File: src/hw/rtl/rmsdb_pkg.sv
// rmsdb_pkg: shared types, constants and codes for the RMS dB level meter.
// No dependencies.
`timescale 1ns / 1ps

package rmsdb_pkg;

    localparam int DEF_MAX_POINTS  = 2048;
    localparam int DEF_SAMPLE_BITS = 24;

    localparam int CFG_IDX_W   = 1;
    localparam int CFG_DATA_W  = 16;
    localparam int LEVEL_W     = 16;
    localparam int IDX_W       = 11;
    localparam int PCOUNT_W    = 12;
    localparam int SCOUNT_W    = 17;
    localparam int SUM_W       = 48;

    localparam logic [CFG_IDX_W-1:0] REG_POINTS_IN_USE     = 1'b0;
    localparam logic [CFG_IDX_W-1:0] REG_SAMPLES_PER_POINT = 1'b1;

    localparam logic OP_FEED = 1'b0;
    localparam logic OP_READ = 1'b1;

    // log10(2)/3 in Q0.16
    localparam logic [12:0] LOG_SCALE = 13'd6576;

    // Jobs for the shared unit
    typedef struct packed {
        logic        start_log;
        logic        start_sqrt;
        logic        start_div;
    } unit_cmd_t;

    typedef struct packed {
        logic        busy;
        logic        done;
    } unit_sts_t;

endpackage

File: src/hw/rtl/rmsdb_unit.sv
// rmsdb_unit: shared iterative unit for log2 (repeated squaring), integer square
// root (two bits a step) and restoring division (one bit a step). Uses rmsdb_pkg.
`timescale 1ns / 1ps

module rmsdb_unit
(
    input  logic                 clk,
    input  logic                 rst_n,
    input  rmsdb_pkg::unit_cmd_t cmd,
    input  logic [63:0]          op_a,
    input  logic [63:0]          op_b,
    output rmsdb_pkg::unit_sts_t sts,
    output logic [63:0]          result
);
    import rmsdb_pkg::*;

    typedef enum logic [3:0]
    {
        U_IDLE = 4'b0001,
        U_LOG  = 4'b0010,
        U_SQRT = 4'b0100,
        U_DIV  = 4'b1000
    } ustate_t;

    ustate_t     state_reg, state_next;
    logic [6:0]  step_reg, step_next;
    logic [63:0] x_reg, x_next;       // log mantissa / sqrt remainder / div remainder
    logic [63:0] r_reg, r_next;       // result accumulator
    logic [63:0] b_reg, b_next;       // sqrt bit / divisor
    logic        done_reg, done_next;

    logic [63:0] sq;
    logic [64:0] trial;
    logic [64:0] rem_sh;

    assign sq = x_reg[31:0] * x_reg[31:0];

    always_comb
    begin
        state_next = state_reg;
        step_next  = step_reg;
        x_next     = x_reg;
        r_next     = r_reg;
        b_next     = b_reg;
        done_next  = 1'b0;
        trial      = '0;
        rem_sh     = '0;
        case (state_reg)
            U_IDLE:
            begin
                if (cmd.start_log)
                begin
                    // op_a: mantissa normalised to Q1.30, r holds fraction
                    x_next     = op_a;
                    r_next     = '0;
                    step_next  = 7'd16;
                    state_next = U_LOG;
                end
                else if (cmd.start_sqrt)
                begin
                    x_next     = op_a;
                    r_next     = '0;
                    b_next     = 64'd1 << 62;
                    step_next  = 7'd32;
                    state_next = U_SQRT;
                end
                else if (cmd.start_div)
                begin
                    x_next     = '0;
                    r_next     = op_a;   // dividend, shifted out msb first
                    b_next     = op_b;
                    step_next  = 7'd64;
                    state_next = U_DIV;
                end
            end
            U_LOG:
            begin
                // one squaring per step, one fraction bit out
                if (sq[61:30] >= 32'h8000_0000)
                begin
                    x_next = {32'd0, 1'b0, sq[61:31]};
                    r_next = {r_reg[62:0], 1'b1};
                end
                else
                begin
                    x_next = {32'd0, sq[61:30]};
                    r_next = {r_reg[62:0], 1'b0};
                end
                step_next = step_reg - 7'd1;
                if (step_reg == 7'd1)
                begin
                    state_next = U_IDLE;
                    done_next  = 1'b1;
                end
            end
            U_SQRT:
            begin
                trial = {1'b0, r_reg} + {1'b0, b_reg};
                if ({1'b0, x_reg} >= trial)
                begin
                    x_next = x_reg - trial[63:0];
                    r_next = (r_reg >> 1) + b_reg;
                end
                else
                begin
                    r_next = r_reg >> 1;
                end
                b_next    = b_reg >> 2;
                step_next = step_reg - 7'd1;
                if (step_reg == 7'd1)
                begin
                    state_next = U_IDLE;
                    done_next  = 1'b1;
                end
            end
            U_DIV:
            begin
                rem_sh = {x_reg, r_reg[63]};
                if (rem_sh >= {1'b0, b_reg})
                begin
                    x_next = rem_sh[63:0] - b_reg;
                    r_next = {r_reg[62:0], 1'b1};
                end
                else
                begin
                    x_next = rem_sh[63:0];
                    r_next = {r_reg[62:0], 1'b0};
                end
                step_next = step_reg - 7'd1;
                if (step_reg == 7'd1)
                begin
                    state_next = U_IDLE;
                    done_next  = 1'b1;
                end
            end
            default:
            begin
                state_next = U_IDLE;
            end
        endcase
    end

    always_ff @(posedge clk or negedge rst_n)
    begin
        if (!rst_n)
        begin
            state_reg <= U_IDLE;
            step_reg  <= '0;
            done_reg  <= 1'b0;
        end
        else
        begin
            state_reg <= state_next;
            step_reg  <= step_next;
            done_reg  <= done_next;
        end
    end

    always_ff @(posedge clk)
    begin
        x_reg <= x_next;
        r_reg <= r_next;
        b_reg <= b_next;
    end

    assign sts.busy = (state_reg != U_IDLE);
    assign sts.done = done_reg;
    assign result   = r_reg;

`ifndef SYNTHESIS
    a_done_from_idle: assert property (@(posedge clk) disable iff (!rst_n)
        sts.done |-> state_reg == U_IDLE)
        else $error("unit done while busy");
    a_start_idle: assert property (@(posedge clk) disable iff (!rst_n)
        (state_reg != U_IDLE) |=> $past(state_reg) == U_IDLE || step_reg == $past(step_reg) - 7'd1)
        else $error("unit step count skipped");
    a_step_nonzero: assert property (@(posedge clk) disable iff (!rst_n)
        (state_reg != U_IDLE) |-> step_reg != 7'd0)
        else $error("unit running with no steps left");
`endif

endmodule

File: config.mk
export PLATFORM = sky130hd
export DESIGN_NAME = rmsdb_unit
export DESIGN_NICKNAME = d
export VERILOG_FILES = /design/src/hw/rtl/rmsdb_pkg.sv /design/src/hw/rtl/rmsdb_unit.sv
export SDC_FILE = /design/constraint.sdc
export NUM_CORES = 2
export LEC_CHECK = 0
export BUFFER_PORTS_ARGS = -buffer_cell sky130_fd_sc_hd__clkbuf_2
export CORE_ASPECT_RATIO = 2
export CORE_MARGIN = 10
export CORE_UTILIZATION = 65
export CTS_BUF_LIST = sky130_fd_sc_hd__clkbuf_4 sky130_fd_sc_hd__clkbuf_8
export DETAILED_ROUTE_END_ITERATION = 6
export PLACE_DENSITY = 0.9
export SKIP_LAST_GASP = 1
export SYNTH_ARGS = -nofsm -noshare
export SYNTH_HDL_FRONTEND = slang
export SYNTH_SLANG_ARGS = --single-unit
File: constraint.sdc
create_clock -name clk -period 11.29 [get_ports clk]
set_input_delay 1.129 -clock clk [delete_from_list [all_inputs] [get_ports clk]]
set_output_delay 1.129 -clock clk [all_outputs]
set_load 0.005 [all_outputs]
# Yosys cells after proc, flatten, opt, wreduce, memory -nomap -nowiden
# Index checks and enable logic that the tools add are counted.
[classes]
eq_ne = 11
addsub = 5
reduce_logical = 9
div_mod_pow = 0
shift = 0
n_mux = 29
mul = 1
magnitude_cmp = 3
bitwise = 0
[op_table]
columns = ["cell", "count"]
rows = [
  ["2-to-1 mux 64 bit", 12],
  ["one-hot mux 64 bit (4 select lines)", 2],
  ["one-hot mux 64 bit (2 select lines)", 1],
  ["subtractor 64 bit", 2],
  ["adder 64 x 64 -> 65 bit", 1],
  ["greater-or-equal comparator 64 x 65 -> 1 bit", 1],
  ["greater-or-equal comparator 65 x 64 -> 1 bit", 1],
  ["adder 63 x 64 -> 64 bit", 1],
  ["multiplier 32 x 32 -> 62 bit", 1],
  ["greater-or-equal comparator 32 bit (second input constant)", 1],
  ["2-to-1 mux 32 bit", 1],
  ["2-to-1 mux 7 bit", 3],
  ["2-to-1 mux 4 bit", 4],
  ["one-hot mux 7 bit (2 select lines)", 1],
  ["one-hot mux 4 bit (2 select lines)", 1],
  ["equality test 7 x 1 -> 1 bit (second input constant)", 1],
  ["subtractor 7 x 1 -> 7 bit (second input constant)", 1],
  ["AND reduction 2 bit", 3],
  ["AND reduction 3 bit", 2],
  ["equality test 4 x 1 -> 1 bit (second input constant)", 1],
  ["equality test 4 x 2 -> 1 bit (second input constant)", 1],
  ["equality test 4 x 3 -> 1 bit (second input constant)", 1],
  ["equality test 4 bit (second input constant)", 1],
  ["2-to-1 mux 1 bit", 4],
  ["8 further kinds", 10],
]
[word_totals]
out_inout_bits = 66
ramBits = 0
ff_bits = 204
input_bits = 133
latch_bits = 0
memories = 0
elab_cells = 64
rom_bits = 0

# Logic depth before layout (Yosys ltp)
[logic_depth]
word_depth = 4
ltp_mapped = 35
mapped_depth_nobuf = 31

# Least setup slack after synthesis
# No wires, ideal clock.
[synth_path]
path_type = "reg-to-reg"
start = "reg r_reg[1], in the netlist result[1]"
end = "reg x_reg[0] (enable)"
period_less_slack_ns = 8.339
t_arrival_ns = 7.853
path_buffers = 1
setup_slack_ns = 2.951
stages_incl_launch_ff = 26
cell_sequence = "edfxtp_1 > ha_1 > a211oi_1 > o21ai_0 > a31oi_1 > o211ai_1 > a31o_2 > nand2_1 > o21ai_0 > a211oi_1 > nor4_1 > o221ai_1 > o21ai_0 > xnor2_1 > ha_1 > nand3_1 > nand2b_1 > nor2_1 > nand3_1 > o2111a_1 > o31ai_4 > a31oi_1 > a211oi_2 > buf_4 > nor2_2 > nor2_1"
[synth_between]
elab_chain_cells = 4
[synth_lines]
columns = ["item", "line_no", "text"]
rows = [
  ["start, declared", "rmsdb_unit.sv:28", "logic [63:0] r_reg, r_next;"],
  ["start signal, assigned", "rmsdb_unit.sv:162", "r_reg <= r_next;"],
  ["adder 64 x 64 -> 65 bit", "rmsdb_unit.sv:98", "trial = {1'b0, r_reg} + {1'b0, b_reg};"],
  ["greater-or-equal comparator 64 x 65 -> 1 bit", "rmsdb_unit.sv:99", "if ({1'b0, x_reg} >= trial)"],
  ["inequality test 2 bit (no line)", "--", ""],
  ["AND reduction 3 bit (no line)", "--", ""],
  ["end signal, assigned", "rmsdb_unit.sv:161", "x_reg <= x_next;"],
  ["end, declared", "rmsdb_unit.sv:27", "logic [63:0] x_reg, x_next;"],
]
# No other way between the ends.
# A chain may end at the register's enable or synchronous reset.

# Worst setup path in the final report
[layout_path]
start = "reg x_reg[12]"
end = "reg x_reg[12], data pin"
[layout_between]
elab_chain_cells = 4
word_cells_on_any_way = 8
classes_between = "1 x add/sub; 1 x mul; 2 x order compare; 4 x mux"
[layout_lines]
columns = ["item", "line_no", "text"]
rows = [
  ["multiplier 32 x 32 -> 62 bit", "rmsdb_unit.sv:36", "assign sq = x_reg[31:0] * x_reg[31:0];"],
  ["greater-or-equal comparator 32 bit", "rmsdb_unit.sv:79", "if (sq[61:30] >= 32'h8000_0000)"],
  ["2-to-1 mux 32 bit", "rmsdb_unit.sv:79", ""],
  ["one-hot mux 64 bit (4 select lines) (*)", "rmsdb_unit.sv:48", "case (state_reg)"],
  ["via x_next[12]", "rmsdb_unit.sv:27", ""],
]
# Mark *: on every way through the listed nets, which the timed path passes. The rest lies on a longest branch. The select of a mux whose other input is x is not followed.

==> flow_summary.ini <==
[clocking]
cts_max_path_buffers = 3
cts.repair.resized = 0
cts_hold_buf = 0
path_clk_slew_ns = 0.07
ctsHtreeMaxLevel = 2
tritoncts = built
post-cts-setup-buffer-count = 0
worst_skew_pair.late_latency_ns = 0.67
cts-buffers-inserted = 34
clock-root-buffer = sky130_fd_sc_hd__clkbuf_8
cts_num_sinks = 204

[flow_run]
max-cap-violations = 0

[worst_setup_path]
critPathLaunch = x_reg[12]$_DFFE_PP_
worst-endpoint-arrival_ns = 11.07
crit_fanout = 28
timing.critical_path.required_ns = 11.78
ff_to_ff_end = x_reg[12]$_DFFE_PP_
critPathMaxStageDelay_ns = 1.00
ff2ff_path_depth = 24
startpoint_type = flop
setup.worst_path.end = x_reg[12]$_DFFE_PP_
crit_type = reg2reg
ff2ff_setup_slack_ns = 0.71
path_cells = buf_4 -> nand2_1 -> xnor2_1 -> ha_1 -> a21oi_1 -> fa_1 -> fa_1 -> fa_1 -> inv_1 -> fa_1 -> fa_1 -> fa_1 -> fa_1 -> ha_1 -> nand3_1 -> nor4_1 -> o2111ai_1 -> a21oi_1 -> o31ai_1 -> o21ai_1 -> a21boi_0 -> xnor2_1 -> mux2i_1 -> o21ai_0
slowest_cp_cell = sky130_fd_sc_hd__xnor2_1
endpoint_kind = flop
crit_path_frequent_cell = sky130_fd_sc_hd__fa_1
r2r-start = x_reg[12]$_DFFE_PP_

[floorplan]
die_area_um2 = 95200
placeable_core_area_um2 = 82200
start_util_pct = 65.3
ioPinCount = 199
die_span_in_y_um = 427
core.rowCount = 149
die_w_um = 223

[detailed_routing]
wirelength_per_cell_um = 29.4
via_per_inst = 6.76
drcViolationCount = 23
dr.first_iter.drc_count = 4757
antenna_left = 0
detailroute.via_count = 49400
post_detailed_routing_wire_length_um = 215000
drt_pre_antenna_iters = 7

[global_routing]
first_global_vias = 53900
largest_net_degree_at_the_start_of_global_routing = 128
remaining_global_route_overflow = 0
globalRouteTotalUtil_pct = 44.9
initial_antenna_violation_count = 19
grt_pass1_wl_um = 317000

[synth]
postSynthRegisterBits = 204
syn-mean-instance-area_um2 = 8.71
post_synthesis_instance_total = 6169
async_reset_ff_share_pct = 5.88
yosys.cell_types.count = 95
synth_sequential_area_ratio_pct = 11.3
ys.flop_type = sky130_fd_sc_hd__edfxtp_1
synth_enable_flop_cells = 192
synth_area_um2 = 53700
synth_warnings = 0
synth.net_count = 7634

[timing]
tns_ns = 0
fmax_mhz = 94.5
worst_max_slew_pin_slew_ns = 1.45
final-setup-viol-count = 0
finalHoldViolations = 0
post-route-min-period_ns = 10.58
maxSlewViolCount = 0
worst_slew_margin_rel_pct = 2.56
fin_worst_skew_ns = 0.0417
finalCritPeriodShare_pct = 93.7
unrepaired_setup_endpoints_after_global_routing = no

[run_status]
status = finished with violations
violations = design-rule violations

[final_layout]
final_net_count = 7675
syn2layout_area_growth_pct = 4.82
multiInputGateArea_um2 = 42400
regArea_um2 = 6070
layout-drive-gt1-share_pct = 6.40
num-fill-cells = 6511

[placement]
place_hpwl_um = 168000
io_buffers = 198
place_congestion = 1.12

[hold_path]
hold_path.class = in2async
[how the worst min path moves through the flow]
stage                                  startpoint                  endpoint  depth (start not counted)
final                                       rst_n  state_reg[2]$_DFFE_PN0P_                          1
after global routing                        rst_n  state_reg[2]$_DFFE_PN0P_                          1
after CTS                                   rst_n  state_reg[2]$_DFFE_PN0P_                          1
after detailed placement  step_reg[6]$_DFFE_PN0P_   step_reg[6]$_DFFE_PN0P_                          1
after global placement    step_reg[6]$_DFFE_PN0P_   step_reg[6]$_DFFE_PN0P_                          1
after floorplan           step_reg[6]$_DFFE_PN0P_   step_reg[6]$_DFFE_PN0P_                          1
[cell families (layout without fill, tap and decap cells)]
group | Yosys count | count (layout) | synth area share (%)
other cells | 0 | 15 | 0
simple gates | 1429 | 1429 | 13.0
fa+ha+maj | 1332 | 1332 | 42.2
flops | 204 | 204 | 11.3
xor+xnor | 307 | 307 | 5.02
compound gates | 1420 | 1420 | 17.0
buf+inv | 1400 | 1464 | 9.97
mux | 77 | 77 | 1.45
[area by class of cell]
type / instances / area share [%]
Clock inverter: 16 / 0.207
Tap cell: 1057 / 2.35
Timing Repair Buffer: 278 / 2.88
Sequential cell: 204 / 10.8
Antenna cell: 15 / 0.0667
Inverter: 1127 / 7.52
Multi-Input combinational cell: 4565 / 75.2
Clock buffer: 43 / 0.984
[metal layers]
| layer | up-vias | GRT usage [%] | routed length (um) |
|---|---|---|---|
| li1 | 20600 | - | - |
| met1 | 23500 | 39.4 | 58900 |
| met2 | 3553 | 75.4 | 103000 |
| met3 | 1673 | 14.5 | 23000 |
| met4 | 14 | 50.6 | 30200 |
| met5 | - | 0.102 | 87 |
[cells in the mapped netlist (all sizes together) (8+ instances only)]
library cell / number / area share (%)
o211ai: 27 / 0.38
a211oi: 30 / 0.47
and3: 42 / 0.49
o21bai: 63 / 0.89
and2: 215 / 2.5
o221ai: 14 / 0.24
a31o: 10 / 0.16
nand2: 529 / 3.7
a21oi: 371 / 3.5
a22oi: 68 / 0.95
inv: 1120 / 7.8
a21boi: 10 / 0.14
nor2: 245 / 1.7
mux2i: 71 / 1.3
o31ai: 18 / 0.31
ha: 532 / 12
a221o: 17 / 0.32
nand3: 84 / 0.78
or2: 12 / 0.14
buf: 49 / 0.53
dfrtp: 11 / 0.51
nor3: 34 / 0.32
o21ai: 380 / 3.5
nor2b: 57 / 0.66
nand3b: 64 / 0.89
a222oi: 41 / 0.76
xor2: 128 / 2.1
nor4: 10 / 0.12
o21a: 34 / 0.48
xnor2: 179 / 2.9
nand4: 68 / 0.79
or3: 12 / 0.14
edfxtp: 192 / 11
fa: 800 / 30
a31oi: 55 / 0.64
a21o: 176 / 2.5
a41oi: 11 / 0.19
nand2b: 31 / 0.36
a221oi: 20 / 0.34
a211o: 8 / 0.13
clkbuf: 224 / 1.6
[layout by cell type (no fill, tap or decap), types with 15 or more instances in the layout]
master	netlist	routed
sky130_fd_sc_hd__inv_1	1120	1119
sky130_fd_sc_hd__fa_1	800	800
sky130_fd_sc_hd__ha_1	532	532
sky130_fd_sc_hd__nand2_1	529	529
sky130_fd_sc_hd__a21oi_1	371	371
sky130_fd_sc_hd__o21ai_0	329	327
sky130_fd_sc_hd__nor2_1	243	241
sky130_fd_sc_hd__and2_1	214	213
sky130_fd_sc_hd__clkbuf_2	0	198
sky130_fd_sc_hd__edfxtp_1	192	192
sky130_fd_sc_hd__xnor2_1	178	178
sky130_fd_sc_hd__a21o_1	176	176
sky130_fd_sc_hd__xor2_1	128	128
sky130_fd_sc_hd__nand3_1	84	84
sky130_fd_sc_hd__buf_4	11	77
sky130_fd_sc_hd__mux2i_1	71	71
sky130_fd_sc_hd__nand4_1	68	68
sky130_fd_sc_hd__a22oi_1	68	68
sky130_fd_sc_hd__nand3b_1	64	64
sky130_fd_sc_hd__o21bai_1	62	62
sky130_fd_sc_hd__nor2b_1	57	57
sky130_fd_sc_hd__a31oi_1	55	55
sky130_fd_sc_hd__o21ai_1	51	53
sky130_fd_sc_hd__and3_1	42	42
sky130_fd_sc_hd__a222oi_1	41	41
sky130_fd_sc_hd__clkbuf_8	0	37
sky130_fd_sc_hd__o21a_1	34	33
sky130_fd_sc_hd__nor3_1	34	33
sky130_fd_sc_hd__nand2b_1	31	31
sky130_fd_sc_hd__o211ai_1	27	27
sky130_fd_sc_hd__a211oi_1	25	25
sky130_fd_sc_hd__a221oi_1	19	19
sky130_fd_sc_hd__a221o_1	17	17
sky130_fd_sc_hd__diode_2	0	15
[worst max-delay path, delay by kind of cell, from the launching register on]
| family | cells | cell delay, ns |
|---|---|---|
| adders and majority gates | 9 | 4.10 |
| and+or+nand+nor | 3 | 0.82 |
| xor gates and xnor gates | 2 | 1.17 |
| AOI/OAI and AO/OA | 7 | 2.90 |
| buffers and inverters | 2 | 0.57 |
| DFF | 1 | 0.67 |
| muxes | 1 | 0.16 |
[through the flow]
stage | cell area, um2 | setup WS [ns] | utilization [%] | hold slack [ns] | instances
detailed placement | 55600 | 1.39 | 67.6 | 0.485 | 7228
CTS | 56200 | 1.40 | 68.4 | 0.380 | 7287
finish | 56300 | 0.712 | 68.5 | 0.351 | 7305
floorplan | 53700 | 2.95 | - | 0.438 | 6169
global placement | 55600 | 1.59 | 67.6 | 0.463 | 7228
global route | 56300 | 0.483 | 68.4 | 0.366 | 7291
Power is not shown: default switching activity piles up to over one toggle a cycle in this logic, so the estimate is an artifact.
